$ cat src/hdl/xrtt_pkg.sv
package xrtt_pkg;

	localparam logic [1:0] TY_UNK = 2'd0;
	localparam logic [1:0] TY_FLT = 2'd1;
	localparam logic [1:0] TY_DBL = 2'd2;
	localparam logic [1:0] TY_INT = 2'd3;

	localparam logic [3:0] SZ_NONE = 4'd0;
	localparam logic [3:0] SZ_B = 4'd1;
	localparam logic [3:0] SZ_W = 4'd2;
	localparam logic [3:0] SZ_D = 4'd4;
	localparam logic [3:0] SZ_Q = 4'd8;

	localparam logic [1:0] REP_F2 = 2'd2;
	localparam logic [1:0] REP_F3 = 2'd3;

	localparam logic [8:0] OP_MOVUPS_LD = 9'h110;
	localparam logic [8:0] OP_MOVUPS_ST = 9'h111;
	localparam logic [8:0] OP_MOVAPS_LD = 9'h128;
	localparam logic [8:0] OP_MOVAPS_ST = 9'h129;
	localparam logic [8:0] OP_CVTI2F = 9'h12A;
	localparam logic [8:0] OP_UCOMIS = 9'h12E;
	localparam logic [8:0] OP_COMIS = 9'h12F;
	localparam logic [8:0] OP_SQRT = 9'h151;
	localparam logic [8:0] OP_RSQRT = 9'h152;
	localparam logic [8:0] OP_RCP = 9'h153;
	localparam logic [8:0] OP_ADD = 9'h158;
	localparam logic [8:0] OP_MUL = 9'h159;
	localparam logic [8:0] OP_CVTF2F = 9'h15A;
	localparam logic [8:0] OP_CVTDQ = 9'h15B;
	localparam logic [8:0] OP_SUB = 9'h15C;
	localparam logic [8:0] OP_MIN = 9'h15D;
	localparam logic [8:0] OP_DIV = 9'h15E;
	localparam logic [8:0] OP_MAX = 9'h15F;
	localparam logic [8:0] OP_PACKSSWB = 9'h163;
	localparam logic [8:0] OP_PCMPGTB = 9'h164;
	localparam logic [8:0] OP_PCMPGTW = 9'h165;
	localparam logic [8:0] OP_PCMPGTD = 9'h166;
	localparam logic [8:0] OP_PACKUSWB = 9'h167;
	localparam logic [8:0] OP_PACKSSDW = 9'h16B;
	localparam logic [8:0] OP_MOVDQA = 9'h16F;
	localparam logic [8:0] OP_PSHIFTW = 9'h171;
	localparam logic [8:0] OP_PSHIFTD = 9'h172;
	localparam logic [8:0] OP_PSHIFTQ = 9'h173;
	localparam logic [8:0] OP_PCMPEQB = 9'h174;
	localparam logic [8:0] OP_PCMPEQW = 9'h175;
	localparam logic [8:0] OP_PCMPEQD = 9'h176;
	localparam logic [8:0] OP_HADD = 9'h17C;
	localparam logic [8:0] OP_HSUB = 9'h17D;
	localparam logic [8:0] OP_CMP = 9'h1C2;
	localparam logic [8:0] OP_ADDSUB = 9'h1D0;
	localparam logic [8:0] OP_PSRLW = 9'h1D1;
	localparam logic [8:0] OP_PSRLD = 9'h1D2;
	localparam logic [8:0] OP_PSRLQ = 9'h1D3;
	localparam logic [8:0] OP_PADDQ = 9'h1D4;
	localparam logic [8:0] OP_PMULLW = 9'h1D5;
	localparam logic [8:0] OP_PSUBUSB = 9'h1D8;
	localparam logic [8:0] OP_PSUBUSW = 9'h1D9;
	localparam logic [8:0] OP_PMINUB = 9'h1DA;
	localparam logic [8:0] OP_PADDUSB = 9'h1DC;
	localparam logic [8:0] OP_PADDUSW = 9'h1DD;
	localparam logic [8:0] OP_PMAXUB = 9'h1DE;
	localparam logic [8:0] OP_PAVGB = 9'h1E0;
	localparam logic [8:0] OP_PSRAW = 9'h1E1;
	localparam logic [8:0] OP_PSRAD = 9'h1E2;
	localparam logic [8:0] OP_PAVGW = 9'h1E3;
	localparam logic [8:0] OP_PMULHUW = 9'h1E4;
	localparam logic [8:0] OP_PMULHW = 9'h1E5;
	localparam logic [8:0] OP_PSUBSB = 9'h1E8;
	localparam logic [8:0] OP_PSUBSW = 9'h1E9;
	localparam logic [8:0] OP_PMINSW = 9'h1EA;
	localparam logic [8:0] OP_PADDSB = 9'h1EC;
	localparam logic [8:0] OP_PADDSW = 9'h1ED;
	localparam logic [8:0] OP_PMAXSW = 9'h1EE;
	localparam logic [8:0] OP_PSLLW = 9'h1F1;
	localparam logic [8:0] OP_PSLLD = 9'h1F2;
	localparam logic [8:0] OP_PSLLQ = 9'h1F3;
	localparam logic [8:0] OP_PMULUDQ = 9'h1F4;
	localparam logic [8:0] OP_PMADDWD = 9'h1F5;
	localparam logic [8:0] OP_PSADBW = 9'h1F6;
	localparam logic [8:0] OP_PSUBB = 9'h1F8;
	localparam logic [8:0] OP_PSUBW = 9'h1F9;
	localparam logic [8:0] OP_PSUBD = 9'h1FA;
	localparam logic [8:0] OP_PSUBQ = 9'h1FB;
	localparam logic [8:0] OP_PADDB = 9'h1FC;
	localparam logic [8:0] OP_PADDW = 9'h1FD;
	localparam logic [8:0] OP_PADDD = 9'h1FE;

	typedef struct packed {
		logic       recognized;
		logic       reg_type_we;
		logic       reg_size_we;
		logic       rm_type_we;
		logic       rm_size_we;
		logic [1:0] reg_type;
		logic [3:0] reg_size;
		logic [1:0] rm_type;
		logic [3:0] rm_size;
		logic       copy_rm_to_reg;
		logic       copy_reg_to_rm;
	} xrtt_ctrl_t;

	typedef struct packed {
		logic [1:0] reg_type;
		logic [3:0] reg_size;
		logic [1:0] rm_type;
		logic [3:0] rm_size;
	} xrtt_view_t;

endpackage

$ cat src/hdl/xrtt_decode.sv
module xrtt_decode (
	input  logic [8:0]          opcode,
	input  logic [1:0]          rep_prefix,
	input  logic                opsize_override,
	input  logic                rm_is_register,
	output xrtt_pkg::xrtt_ctrl_t ctrl
);

	logic       dbl;
	logic       rec;
	logic       types_en;
	logic       sizes_en;
	logic [1:0] t_reg;
	logic [1:0] t_rm;
	logic [3:0] s_reg;
	logic [3:0] s_rm;
	logic       cp_to_reg;
	logic       cp_to_rm;

	assign dbl = opsize_override || (rep_prefix == xrtt_pkg::REP_F2);

	always_comb begin
		rec = 1'b1;
		types_en = 1'b0;
		sizes_en = 1'b0;
		t_reg = xrtt_pkg::TY_UNK;
		t_rm = xrtt_pkg::TY_UNK;
		s_reg = xrtt_pkg::SZ_NONE;
		s_rm = xrtt_pkg::SZ_NONE;
		cp_to_reg = 1'b0;
		cp_to_rm = 1'b0;
		case (opcode)
			xrtt_pkg::OP_MOVUPS_LD, xrtt_pkg::OP_MOVUPS_ST: begin
				if (rep_prefix == xrtt_pkg::REP_F3) begin
					types_en = 1'b1;
					t_reg = xrtt_pkg::TY_FLT;
					t_rm = xrtt_pkg::TY_FLT;
				end else if (rep_prefix == xrtt_pkg::REP_F2) begin
					types_en = 1'b1;
					t_reg = xrtt_pkg::TY_DBL;
					t_rm = xrtt_pkg::TY_DBL;
				end
			end
			xrtt_pkg::OP_UCOMIS, xrtt_pkg::OP_COMIS, xrtt_pkg::OP_SQRT,
			xrtt_pkg::OP_RSQRT, xrtt_pkg::OP_RCP, xrtt_pkg::OP_ADD,
			xrtt_pkg::OP_MUL, xrtt_pkg::OP_SUB, xrtt_pkg::OP_MIN,
			xrtt_pkg::OP_DIV, xrtt_pkg::OP_MAX, xrtt_pkg::OP_CMP: begin
				types_en = 1'b1;
				t_reg = dbl ? xrtt_pkg::TY_DBL : xrtt_pkg::TY_FLT;
				t_rm = t_reg;
			end
			xrtt_pkg::OP_CVTI2F: begin
				types_en = 1'b1;
				sizes_en = 1'b1;
				s_reg = dbl ? xrtt_pkg::SZ_Q : xrtt_pkg::SZ_D;
				s_rm = xrtt_pkg::SZ_D;
				t_reg = dbl ? xrtt_pkg::TY_DBL : xrtt_pkg::TY_FLT;
				t_rm = xrtt_pkg::TY_INT;
			end
			xrtt_pkg::OP_CVTF2F: begin
				types_en = 1'b1;
				t_reg = dbl ? xrtt_pkg::TY_FLT : xrtt_pkg::TY_DBL;
				t_rm = dbl ? xrtt_pkg::TY_DBL : xrtt_pkg::TY_FLT;
			end
			xrtt_pkg::OP_CVTDQ: begin
				types_en = 1'b1;
				sizes_en = 1'b1;
				s_reg = xrtt_pkg::SZ_D;
				s_rm = xrtt_pkg::SZ_D;
				if (opsize_override || (rep_prefix == xrtt_pkg::REP_F3)) begin
					t_reg = xrtt_pkg::TY_INT;
					t_rm = xrtt_pkg::TY_FLT;
				end else begin
					t_reg = xrtt_pkg::TY_FLT;
					t_rm = xrtt_pkg::TY_INT;
				end
			end
			xrtt_pkg::OP_HADD, xrtt_pkg::OP_HSUB, xrtt_pkg::OP_ADDSUB: begin
				types_en = 1'b1;
				t_reg = opsize_override ? xrtt_pkg::TY_DBL : xrtt_pkg::TY_FLT;
				t_rm = t_reg;
			end
			xrtt_pkg::OP_PCMPGTB, xrtt_pkg::OP_PCMPEQB, xrtt_pkg::OP_PSUBUSB,
			xrtt_pkg::OP_PMINUB, xrtt_pkg::OP_PADDUSB, xrtt_pkg::OP_PMAXUB,
			xrtt_pkg::OP_PAVGB, xrtt_pkg::OP_PSUBSB, xrtt_pkg::OP_PADDSB,
			xrtt_pkg::OP_PSUBB, xrtt_pkg::OP_PADDB: begin
				types_en = 1'b1;
				sizes_en = 1'b1;
				s_reg = xrtt_pkg::SZ_B;
				s_rm = xrtt_pkg::SZ_B;
				t_reg = xrtt_pkg::TY_INT;
				t_rm = xrtt_pkg::TY_INT;
			end
			xrtt_pkg::OP_PCMPGTW, xrtt_pkg::OP_PCMPEQW, xrtt_pkg::OP_PSHIFTW,
			xrtt_pkg::OP_PSRLW, xrtt_pkg::OP_PMULLW, xrtt_pkg::OP_PSUBUSW,
			xrtt_pkg::OP_PADDUSW, xrtt_pkg::OP_PSRAW, xrtt_pkg::OP_PAVGW,
			xrtt_pkg::OP_PMULHUW, xrtt_pkg::OP_PMULHW, xrtt_pkg::OP_PSUBSW,
			xrtt_pkg::OP_PMINSW, xrtt_pkg::OP_PADDSW, xrtt_pkg::OP_PMAXSW,
			xrtt_pkg::OP_PSLLW, xrtt_pkg::OP_PSADBW, xrtt_pkg::OP_PSUBW,
			xrtt_pkg::OP_PADDW: begin
				types_en = 1'b1;
				sizes_en = 1'b1;
				s_reg = xrtt_pkg::SZ_W;
				s_rm = xrtt_pkg::SZ_W;
				t_reg = xrtt_pkg::TY_INT;
				t_rm = xrtt_pkg::TY_INT;
			end
			xrtt_pkg::OP_PCMPGTD, xrtt_pkg::OP_PCMPEQD, xrtt_pkg::OP_PSHIFTD,
			xrtt_pkg::OP_PSRLD, xrtt_pkg::OP_PSRAD, xrtt_pkg::OP_PSLLD,
			xrtt_pkg::OP_PSUBD, xrtt_pkg::OP_PADDD: begin
				types_en = 1'b1;
				sizes_en = 1'b1;
				s_reg = xrtt_pkg::SZ_D;
				s_rm = xrtt_pkg::SZ_D;
				t_reg = xrtt_pkg::TY_INT;
				t_rm = xrtt_pkg::TY_INT;
			end
			xrtt_pkg::OP_PSHIFTQ, xrtt_pkg::OP_PSRLQ, xrtt_pkg::OP_PADDQ,
			xrtt_pkg::OP_PSLLQ, xrtt_pkg::OP_PMULUDQ, xrtt_pkg::OP_PSUBQ: begin
				types_en = 1'b1;
				sizes_en = 1'b1;
				s_reg = xrtt_pkg::SZ_Q;
				s_rm = xrtt_pkg::SZ_Q;
				t_reg = xrtt_pkg::TY_INT;
				t_rm = xrtt_pkg::TY_INT;
			end
			xrtt_pkg::OP_PACKSSDW, xrtt_pkg::OP_PMADDWD: begin
				types_en = 1'b1;
				sizes_en = 1'b1;
				s_reg = xrtt_pkg::SZ_D;
				s_rm = xrtt_pkg::SZ_W;
				t_reg = xrtt_pkg::TY_INT;
				t_rm = xrtt_pkg::TY_INT;
			end
			xrtt_pkg::OP_PACKSSWB, xrtt_pkg::OP_PACKUSWB: begin
				types_en = 1'b1;
				sizes_en = 1'b1;
				s_reg = xrtt_pkg::SZ_B;
				s_rm = xrtt_pkg::SZ_W;
				t_reg = xrtt_pkg::TY_INT;
				t_rm = xrtt_pkg::TY_INT;
			end
			xrtt_pkg::OP_MOVAPS_LD: begin
				cp_to_reg = rm_is_register;
			end
			xrtt_pkg::OP_MOVAPS_ST: begin
				cp_to_rm = rm_is_register;
			end
			xrtt_pkg::OP_MOVDQA: begin
				cp_to_reg = opsize_override && rm_is_register;
			end
			default: begin
				rec = 1'b0;
			end
		endcase
	end

	always_comb begin
		ctrl.recognized = rec;
		ctrl.reg_type_we = types_en;
		ctrl.reg_size_we = sizes_en;
		ctrl.rm_type_we = types_en && rm_is_register;
		ctrl.rm_size_we = sizes_en && rm_is_register;
		ctrl.reg_type = t_reg;
		ctrl.reg_size = s_reg;
		ctrl.rm_type = t_rm;
		ctrl.rm_size = s_rm;
		ctrl.copy_rm_to_reg = cp_to_reg;
		ctrl.copy_reg_to_rm = cp_to_rm;
	end

endmodule

$ cat src/hdl/xrtt_regfile.sv
module xrtt_regfile #(
	parameter int NUM_XMM_REGS = 16,
	localparam int IDX_W = $clog2(NUM_XMM_REGS)
) (
	input  logic                 clk,
	input  logic                 arst_n,
	input  logic                 we,
	input  xrtt_pkg::xrtt_ctrl_t ctrl,
	input  logic [IDX_W-1:0]     reg_idx,
	input  logic [IDX_W-1:0]     rm_idx,
	output xrtt_pkg::xrtt_view_t view
);

	logic [1:0] type_q [NUM_XMM_REGS];
	logic [3:0] size_q [NUM_XMM_REGS];
	logic [1:0] type_nx [NUM_XMM_REGS];
	logic [3:0] size_nx [NUM_XMM_REGS];

	logic       reg_t_we;
	logic       reg_s_we;
	logic       rm_t_we;
	logic       rm_s_we;
	logic [1:0] reg_t_wd;
	logic [3:0] reg_s_wd;
	logic [1:0] rm_t_wd;
	logic [3:0] rm_s_wd;

	assign reg_t_we = ctrl.reg_type_we || ctrl.copy_rm_to_reg;
	assign reg_s_we = ctrl.reg_size_we || ctrl.copy_rm_to_reg;
	assign rm_t_we = ctrl.rm_type_we || ctrl.copy_reg_to_rm;
	assign rm_s_we = ctrl.rm_size_we || ctrl.copy_reg_to_rm;
	assign reg_t_wd = ctrl.copy_rm_to_reg ? type_q[rm_idx] : ctrl.reg_type;
	assign reg_s_wd = ctrl.copy_rm_to_reg ? size_q[rm_idx] : ctrl.reg_size;
	assign rm_t_wd = ctrl.copy_reg_to_rm ? type_q[reg_idx] : ctrl.rm_type;
	assign rm_s_wd = ctrl.copy_reg_to_rm ? size_q[reg_idx] : ctrl.rm_size;

	// rm write lands after reg write: rm wins on a shared index
	always_comb begin
		for (int i = 0; i < NUM_XMM_REGS; i++) begin
			type_nx[i] = type_q[i];
			size_nx[i] = size_q[i];
			if (reg_idx == IDX_W'(i)) begin
				if (reg_t_we) type_nx[i] = reg_t_wd;
				if (reg_s_we) size_nx[i] = reg_s_wd;
			end
			if (rm_idx == IDX_W'(i)) begin
				if (rm_t_we) type_nx[i] = rm_t_wd;
				if (rm_s_we) size_nx[i] = rm_s_wd;
			end
		end
	end

	always_ff @(posedge clk or negedge arst_n) begin
		if (!arst_n) begin
			for (int i = 0; i < NUM_XMM_REGS; i++) begin
				type_q[i] <= xrtt_pkg::TY_UNK;
				size_q[i] <= xrtt_pkg::SZ_NONE;
			end
		end else if (we) begin
			for (int i = 0; i < NUM_XMM_REGS; i++) begin
				type_q[i] <= type_nx[i];
				size_q[i] <= size_nx[i];
			end
		end
	end

	always_comb begin
		view.reg_type = type_nx[reg_idx];
		view.reg_size = size_nx[reg_idx];
		view.rm_type = type_nx[rm_idx];
		view.rm_size = size_nx[rm_idx];
	end

endmodule

$ cat src/hdl/xmm_register_type_tracker.sv
// A request is registered in stage 1; its result then goes to the output register.
// One request per cycle unless stalled; table update and result capture share one stage.
// A stalled result holds in the output register while one more request waits in stage 1.
// Reset: arst_n clears both stages and sets every table entry to unknown type, size zero.
module xmm_register_type_tracker #(
	parameter int NUM_XMM_REGS = 16
) (
	input  logic       clk,
	input  logic       arst_n,
	input  logic       in_valid,
	output logic       in_ready,
	input  logic [8:0] opcode,
	input  logic [1:0] rep_prefix,
	input  logic       opsize_override,
	input  logic       rm_is_register,
	input  logic [3:0] reg_index,
	input  logic [3:0] rm_index,
	output logic       out_valid,
	input  logic       out_ready,
	output logic       recognized,
	output logic [1:0] reg_type_now,
	output logic [3:0] reg_size_now,
	output logic [1:0] rm_type_now,
	output logic [3:0] rm_size_now
);

	localparam int IDX_W = $clog2(NUM_XMM_REGS);
	localparam logic [5:0] NUM_W = 6'(NUM_XMM_REGS);

	logic             v_s1;
	logic [8:0]       op_s1;
	logic [1:0]       rep_s1;
	logic             osz_s1;
	logic             isreg_s1;
	logic [IDX_W-1:0] reg_s1;
	logic [IDX_W-1:0] rm_s1;

	logic             out_valid_q;
	logic             rec_q;
	xrtt_pkg::xrtt_view_t view_q;

	logic             in_acc;
	logic             adv;
	logic [5:0]       reg_ext;
	logic [5:0]       rm_ext;
	logic [5:0]       reg_wrap;
	logic [5:0]       rm_wrap;

	xrtt_pkg::xrtt_ctrl_t ctrl;
	xrtt_pkg::xrtt_view_t view;

	assign adv = v_s1 && (!out_valid_q || out_ready);
	assign in_ready = !v_s1 || adv;
	assign in_acc = in_valid && in_ready;

	// wrap indices into the table depth
	assign reg_ext = {2'b00, reg_index};
	assign rm_ext = {2'b00, rm_index};
	assign reg_wrap = (reg_ext >= NUM_W) ? reg_ext - NUM_W : reg_ext;
	assign rm_wrap = (rm_ext >= NUM_W) ? rm_ext - NUM_W : rm_ext;

	always_ff @(posedge clk or negedge arst_n) begin
		if (!arst_n) begin
			v_s1 <= 1'b0;
		end else if (in_ready) begin
			v_s1 <= in_valid;
		end
	end

	always_ff @(posedge clk) begin
		if (in_acc) begin
			op_s1 <= opcode;
			rep_s1 <= rep_prefix;
			osz_s1 <= opsize_override;
			isreg_s1 <= rm_is_register;
			reg_s1 <= reg_wrap[IDX_W-1:0];
			rm_s1 <= rm_wrap[IDX_W-1:0];
		end
	end

	xrtt_decode u_decode (
		.opcode          (op_s1),
		.rep_prefix      (rep_s1),
		.opsize_override (osz_s1),
		.rm_is_register  (isreg_s1),
		.ctrl            (ctrl)
	);

	xrtt_regfile #(
		.NUM_XMM_REGS (NUM_XMM_REGS)
	) u_regfile (
		.clk     (clk),
		.arst_n  (arst_n),
		.we      (adv),
		.ctrl    (ctrl),
		.reg_idx (reg_s1),
		.rm_idx  (rm_s1),
		.view    (view)
	);

	always_ff @(posedge clk or negedge arst_n) begin
		if (!arst_n) begin
			out_valid_q <= 1'b0;
		end else if (!out_valid_q || out_ready) begin
			out_valid_q <= v_s1;
		end
	end

	always_ff @(posedge clk) begin
		if (adv) begin
			rec_q <= ctrl.recognized;
			view_q <= view;
		end
	end

	assign out_valid = out_valid_q;
	assign recognized = rec_q;
	assign reg_type_now = view_q.reg_type;
	assign reg_size_now = view_q.reg_size;
	assign rm_type_now = view_q.rm_type;
	assign rm_size_now = view_q.rm_size;

endmodule

$ cat config.mk
export PLATFORM = sky130hd
export DESIGN_NAME = xmm_register_type_tracker
export DESIGN_NICKNAME = d
export VERILOG_FILES = /design/src/hdl/xrtt_pkg.sv /design/src/hdl/xrtt_decode.sv /design/src/hdl/xrtt_regfile.sv /design/src/hdl/xmm_register_type_tracker.sv
export SDC_FILE = /design/constraint.sdc
export NUM_CORES = 1
export LEC_CHECK = 0
export BUFFER_PORTS_ARGS = -buffer_cell sky130_fd_sc_hd__buf_2
export CAP_MARGIN = 20
export CELL_PAD_IN_SITES_DETAIL_PLACEMENT = 1
export CELL_PAD_IN_SITES_GLOBAL_PLACEMENT = 2
export CORE_ASPECT_RATIO = 1.25
export CORE_UTILIZATION = 39
export DETAILED_ROUTE_END_ITERATION = 10
export GPL_ROUTABILITY_DRIVEN = 0
export PLACE_DENSITY = 0.84
export SLEW_MARGIN = 20
export SYNTH_ARGS = -nofsm -noshare
export SYNTH_HDL_FRONTEND = slang
export SYNTH_HIERARCHICAL = 1
export SYNTH_SLANG_ARGS = --single-unit
$ cat constraint.sdc
create_clock -name clk -period 5.45 [get_ports clk]
set_input_delay 0.545 -clock clk [delete_from_list [all_inputs] [get_ports clk]]
set_output_delay 0.545 -clock clk [all_outputs]
set_load 0.01 [all_outputs]
==> results.yml <==
yosys:
  synth_top_flop_cell: "sky130_fd_sc_hd__dfrtp_1"
  synth_sequential_area_ratio_pct: 28.06
  postSynthCellCount: 1505
  ys_ff_latch: 132
  synthMostInstantiatedCell: "sky130_fd_sc_hd__nor2_1"
  mappedNetlistNets: 1530
  yosysWarningCount: 6
  ys_top_cells_by_count: "sky130_fd_sc_hd__nor2_1 (236), sky130_fd_sc_hd__a21oi_1 (138), sky130_fd_sc_hd__nand2_1 (123), sky130_fd_sc_hd__dfrtp_1 (98), sky130_fd_sc_hd__clkbuf_1 (68)"
  synth_top_area_share_pct: 19.81
  yosys-top-cells-area: "sky130_fd_sc_hd__dfrtp_1 (20%), sky130_fd_sc_hd__edfxtp_1 (8.2%), sky130_fd_sc_hd__mux4_2 (8.2%)"
  post-synth-top-area-cell: "sky130_fd_sc_hd__dfrtp_1"
  netlist_area_um2: 12380
  ys_async_sr_fraction_pct: 74.24
  netlist-cell-type-count: 96
  synth_enable_flop_cells: 34
  synth_area_per_cell_um2: 8.224
clock_tree:
  cts_tree: "done"
  worst_skew_pair.late_latency_ns: 0.46
  clock_tree.buffer_depth: 2
  tritoncts.num_buffers: 17
  postCtsSetupRepairBufs: 0
  ctsHtreeMaxLevel: 4
  clkSinkCount: 132
  cts.reportedPaths.clkPinSlew_ns: 0.06
  clock-root-buffer: "sky130_fd_sc_hd__clkbuf_16"
floorplan:
  rows: 72
  boundaryPins: 40
  die_width_um: 161.3
  dieArea_um2: 32460
  fp.coreArea_um2: 31080
  initial_core_util_pct: 39.82
  die_h_um: 201.2
timing:
  period_needed_ns: 5.189
  number_of_endpoints_failing_setup_at_the_final_stage: 0
  finalClockSkew_ns: 0.02059
  finalHoldViolCount: 0
  timing.fmax_mhz: 192.7
  min_period_over_period_pct: 95.21
  grt_setup_unrepaired: "false"
  timing_max_transition_violations_final: 0
  slew_headroom_pct: 24.76
  worst-slew-pin-transition_ns: 1.126
  timing.setup.tns_ns: 0
global_routing:
  antenna_found_initial: 6
  grt_start_max_net_pins: 160
  grt_pass1_vias: 14313
  overflow: 0
  grt_first_pass_wirelength_mm: 95.08
  groute.usage.overall_pct: 40.29
worst_setup_path:
  critical_path_rt_ns: 5.66
  cp-end-kind: "flop"
  cp_data_arrival_time_ns: 5.39
  crit_path_start_kind: "flop"
  critical_path.max_fanout: 23
  timing_worst_setup_path_type: "reg -> reg"
routing:
  wl_per_cell_um: 33.15
  postRouteWirelength_mm: 64.21
  final_antenna_net_count: 0
  vias: 14364
  vias_per_cell: 7.416
  dr.first_iter.drc_count: 2066
  drt_first_pass_iters: 6
  drcViolationCount: 0
finish:
  flow.area_growth_from_synthesis_pct: 10.86
  finalNetCount: 1540
  final_cell_area_um2: 13720
  post_route_cells_drive_above_1_share_pct: 18.65
  fin_cells: 1937
power_and_ir_drop:
  power-per-cell-area_nw_per_um2: 337.1
  max-vdd-ir-drop_mv: 0.2368
  static-leakage-power_nw: 4.913
job:
  drv.max_cap_violation_count: 0
hold_path:
  hold_class: "in -> async"
placed_design:
  placement.cell_area_um2: 13130
  numPortBuffers: 39
  dpl.hpwl_mm: 45.84
  placed_cells_incl_taps: 1903
status:
  status: "complete, no violations"
## worst max-delay path, cell delays in order (launching register included)
cell	delay [ns]
sky130_fd_sc_hd__edfxtp_1	0.79
sky130_fd_sc_hd__nand4bb_1	0.25
sky130_fd_sc_hd__o22ai_1	0.09
sky130_fd_sc_hd__o21ai_0	0.32
sky130_fd_sc_hd__nand3_1	0.26
sky130_fd_sc_hd__nor4_2	0.42
sky130_fd_sc_hd__inv_1	0.20
sky130_fd_sc_hd__or2_2	0.47
sky130_fd_sc_hd__nand3_1	0.55
sky130_fd_sc_hd__nor2_1	0.12
sky130_fd_sc_hd__o32ai_1	0.59
sky130_fd_sc_hd__mux4_2	0.38
sky130_fd_sc_hd__o22ai_1	0.10
sky130_fd_sc_hd__a221oi_1	0.39
## state kept, by name (all words and copies together) (netlist names), 2 cells and up
register	cells
op_s1	9
reg_s1	4
reg_size_now	4
reg_type_now	2
rep_s1	2
rm_s1	4
rm_size_now	4
rm_type_now	2
u_regfile/size_q	64
u_regfile/type_q	32
## area by class of cell
cell class	count	area (µm²)
Fill cell	3745	17360
Multi-Input combinational cell	1231	8269
Sequential cell	132	3473
Timing Repair Buffer	114	813.3
Tap cell	407	509.2
Clock buffer	18	429.2
Clock inverter	14	150.1
Inverter	19	71.32
Antenna cell	2	5.005
## metal layers
metal,wire length [µm],global-route usage [%],share of wire (%)
met2,27980,60.98,44
met1,22720,46.91,35
met3,8000,14.64,12
met5,58,0,0.090
met4,5459,28.94,8.5
## through the flow
| step | util [%] | hold WS [ns] | total power [W] | setup slack [ns] |
|---|---|---|---|---|
| floorplan | - | 0.2494 | 0.002673 | 1.585 |
| global placement | 42.13 | 0.5268 | 0.003268 | 0.4374 |
| detailed placement | 42.25 | 0.5282 | 0.003321 | 0.4652 |
| CTS | 44.11 | 0.1023 | 0.004528 | 0.4431 |
| global route | 44.14 | 0.1303 | 0.004786 | 0.08054 |
| finish | 44.15 | 0.08304 | 0.004625 | 0.2611 |
## power by group
group,leakage [nW],internal [W],total [W],switching [W]
sequential,1.42,0.00128,0.00168,0.000403
clock,0.286,0.000678,0.00119,0.000514
combinational,3.21,0.000734,0.00175,0.00102
total,4.91,0.00269,0.00462,0.00194
## worst paths after layout
path | start | endpoint | slack [ns] | cells after the start
max | op_s1[3] | reg_size_now[1] | 0.26 | 13
min | arst_n | u_regfile/size_q[50] | 0.08 | 1
max reg2reg | op_s1[3] | reg_size_now[1] | 0.26 | 13
min reg2reg | u_regfile/size_q[12] | u_regfile/size_q[12] | 0.55 | 1
max in group asynchronous | arst_n | u_regfile/type_q[7] | 4.15 | 2
min in group clk | opsize_override | osz_s1 | 0.26 | 1
## repair_timing
item | in CTS | in global routing
hold endpoints to repair | 0 | 0
gates resized for setup | 0 | 2
setup endpoints to repair | 0 | 5
hold buffers | 0 | 0
## logic make-up (layout without fill, tap and decap cells)
logic type	count (synthesis)	after routing	share of synthesized area, %
other	0	2	0
multiplexers	126	126	15.19
AO/OA/AOI/OAI	477	477	26.39
buffers and inverters	142	165	5.418
flip-flops	132	132	28.06
XOR/XNOR	2	2	0.1416
AND/OR/NAND/NOR	626	626	24.79
## placed cells by master (no fill, tap or decap), types with 44 or more instances in the layout
master | Yosys | final
sky130_fd_sc_hd__a21oi_1 | 138 | 136
sky130_fd_sc_hd__buf_4 | 14 | 71
sky130_fd_sc_hd__dfrtp_1 | 98 | 98
sky130_fd_sc_hd__mux2i_1 | 48 | 48
sky130_fd_sc_hd__mux4_2 | 45 | 45
sky130_fd_sc_hd__nand2_1 | 123 | 123
sky130_fd_sc_hd__nand3_1 | 63 | 63
sky130_fd_sc_hd__nor2_1 | 236 | 235
sky130_fd_sc_hd__nor3_1 | 45 | 44
sky130_fd_sc_hd__o21ai_0 | 64 | 64
Note: power is estimated with default switching activity, not from simulation.
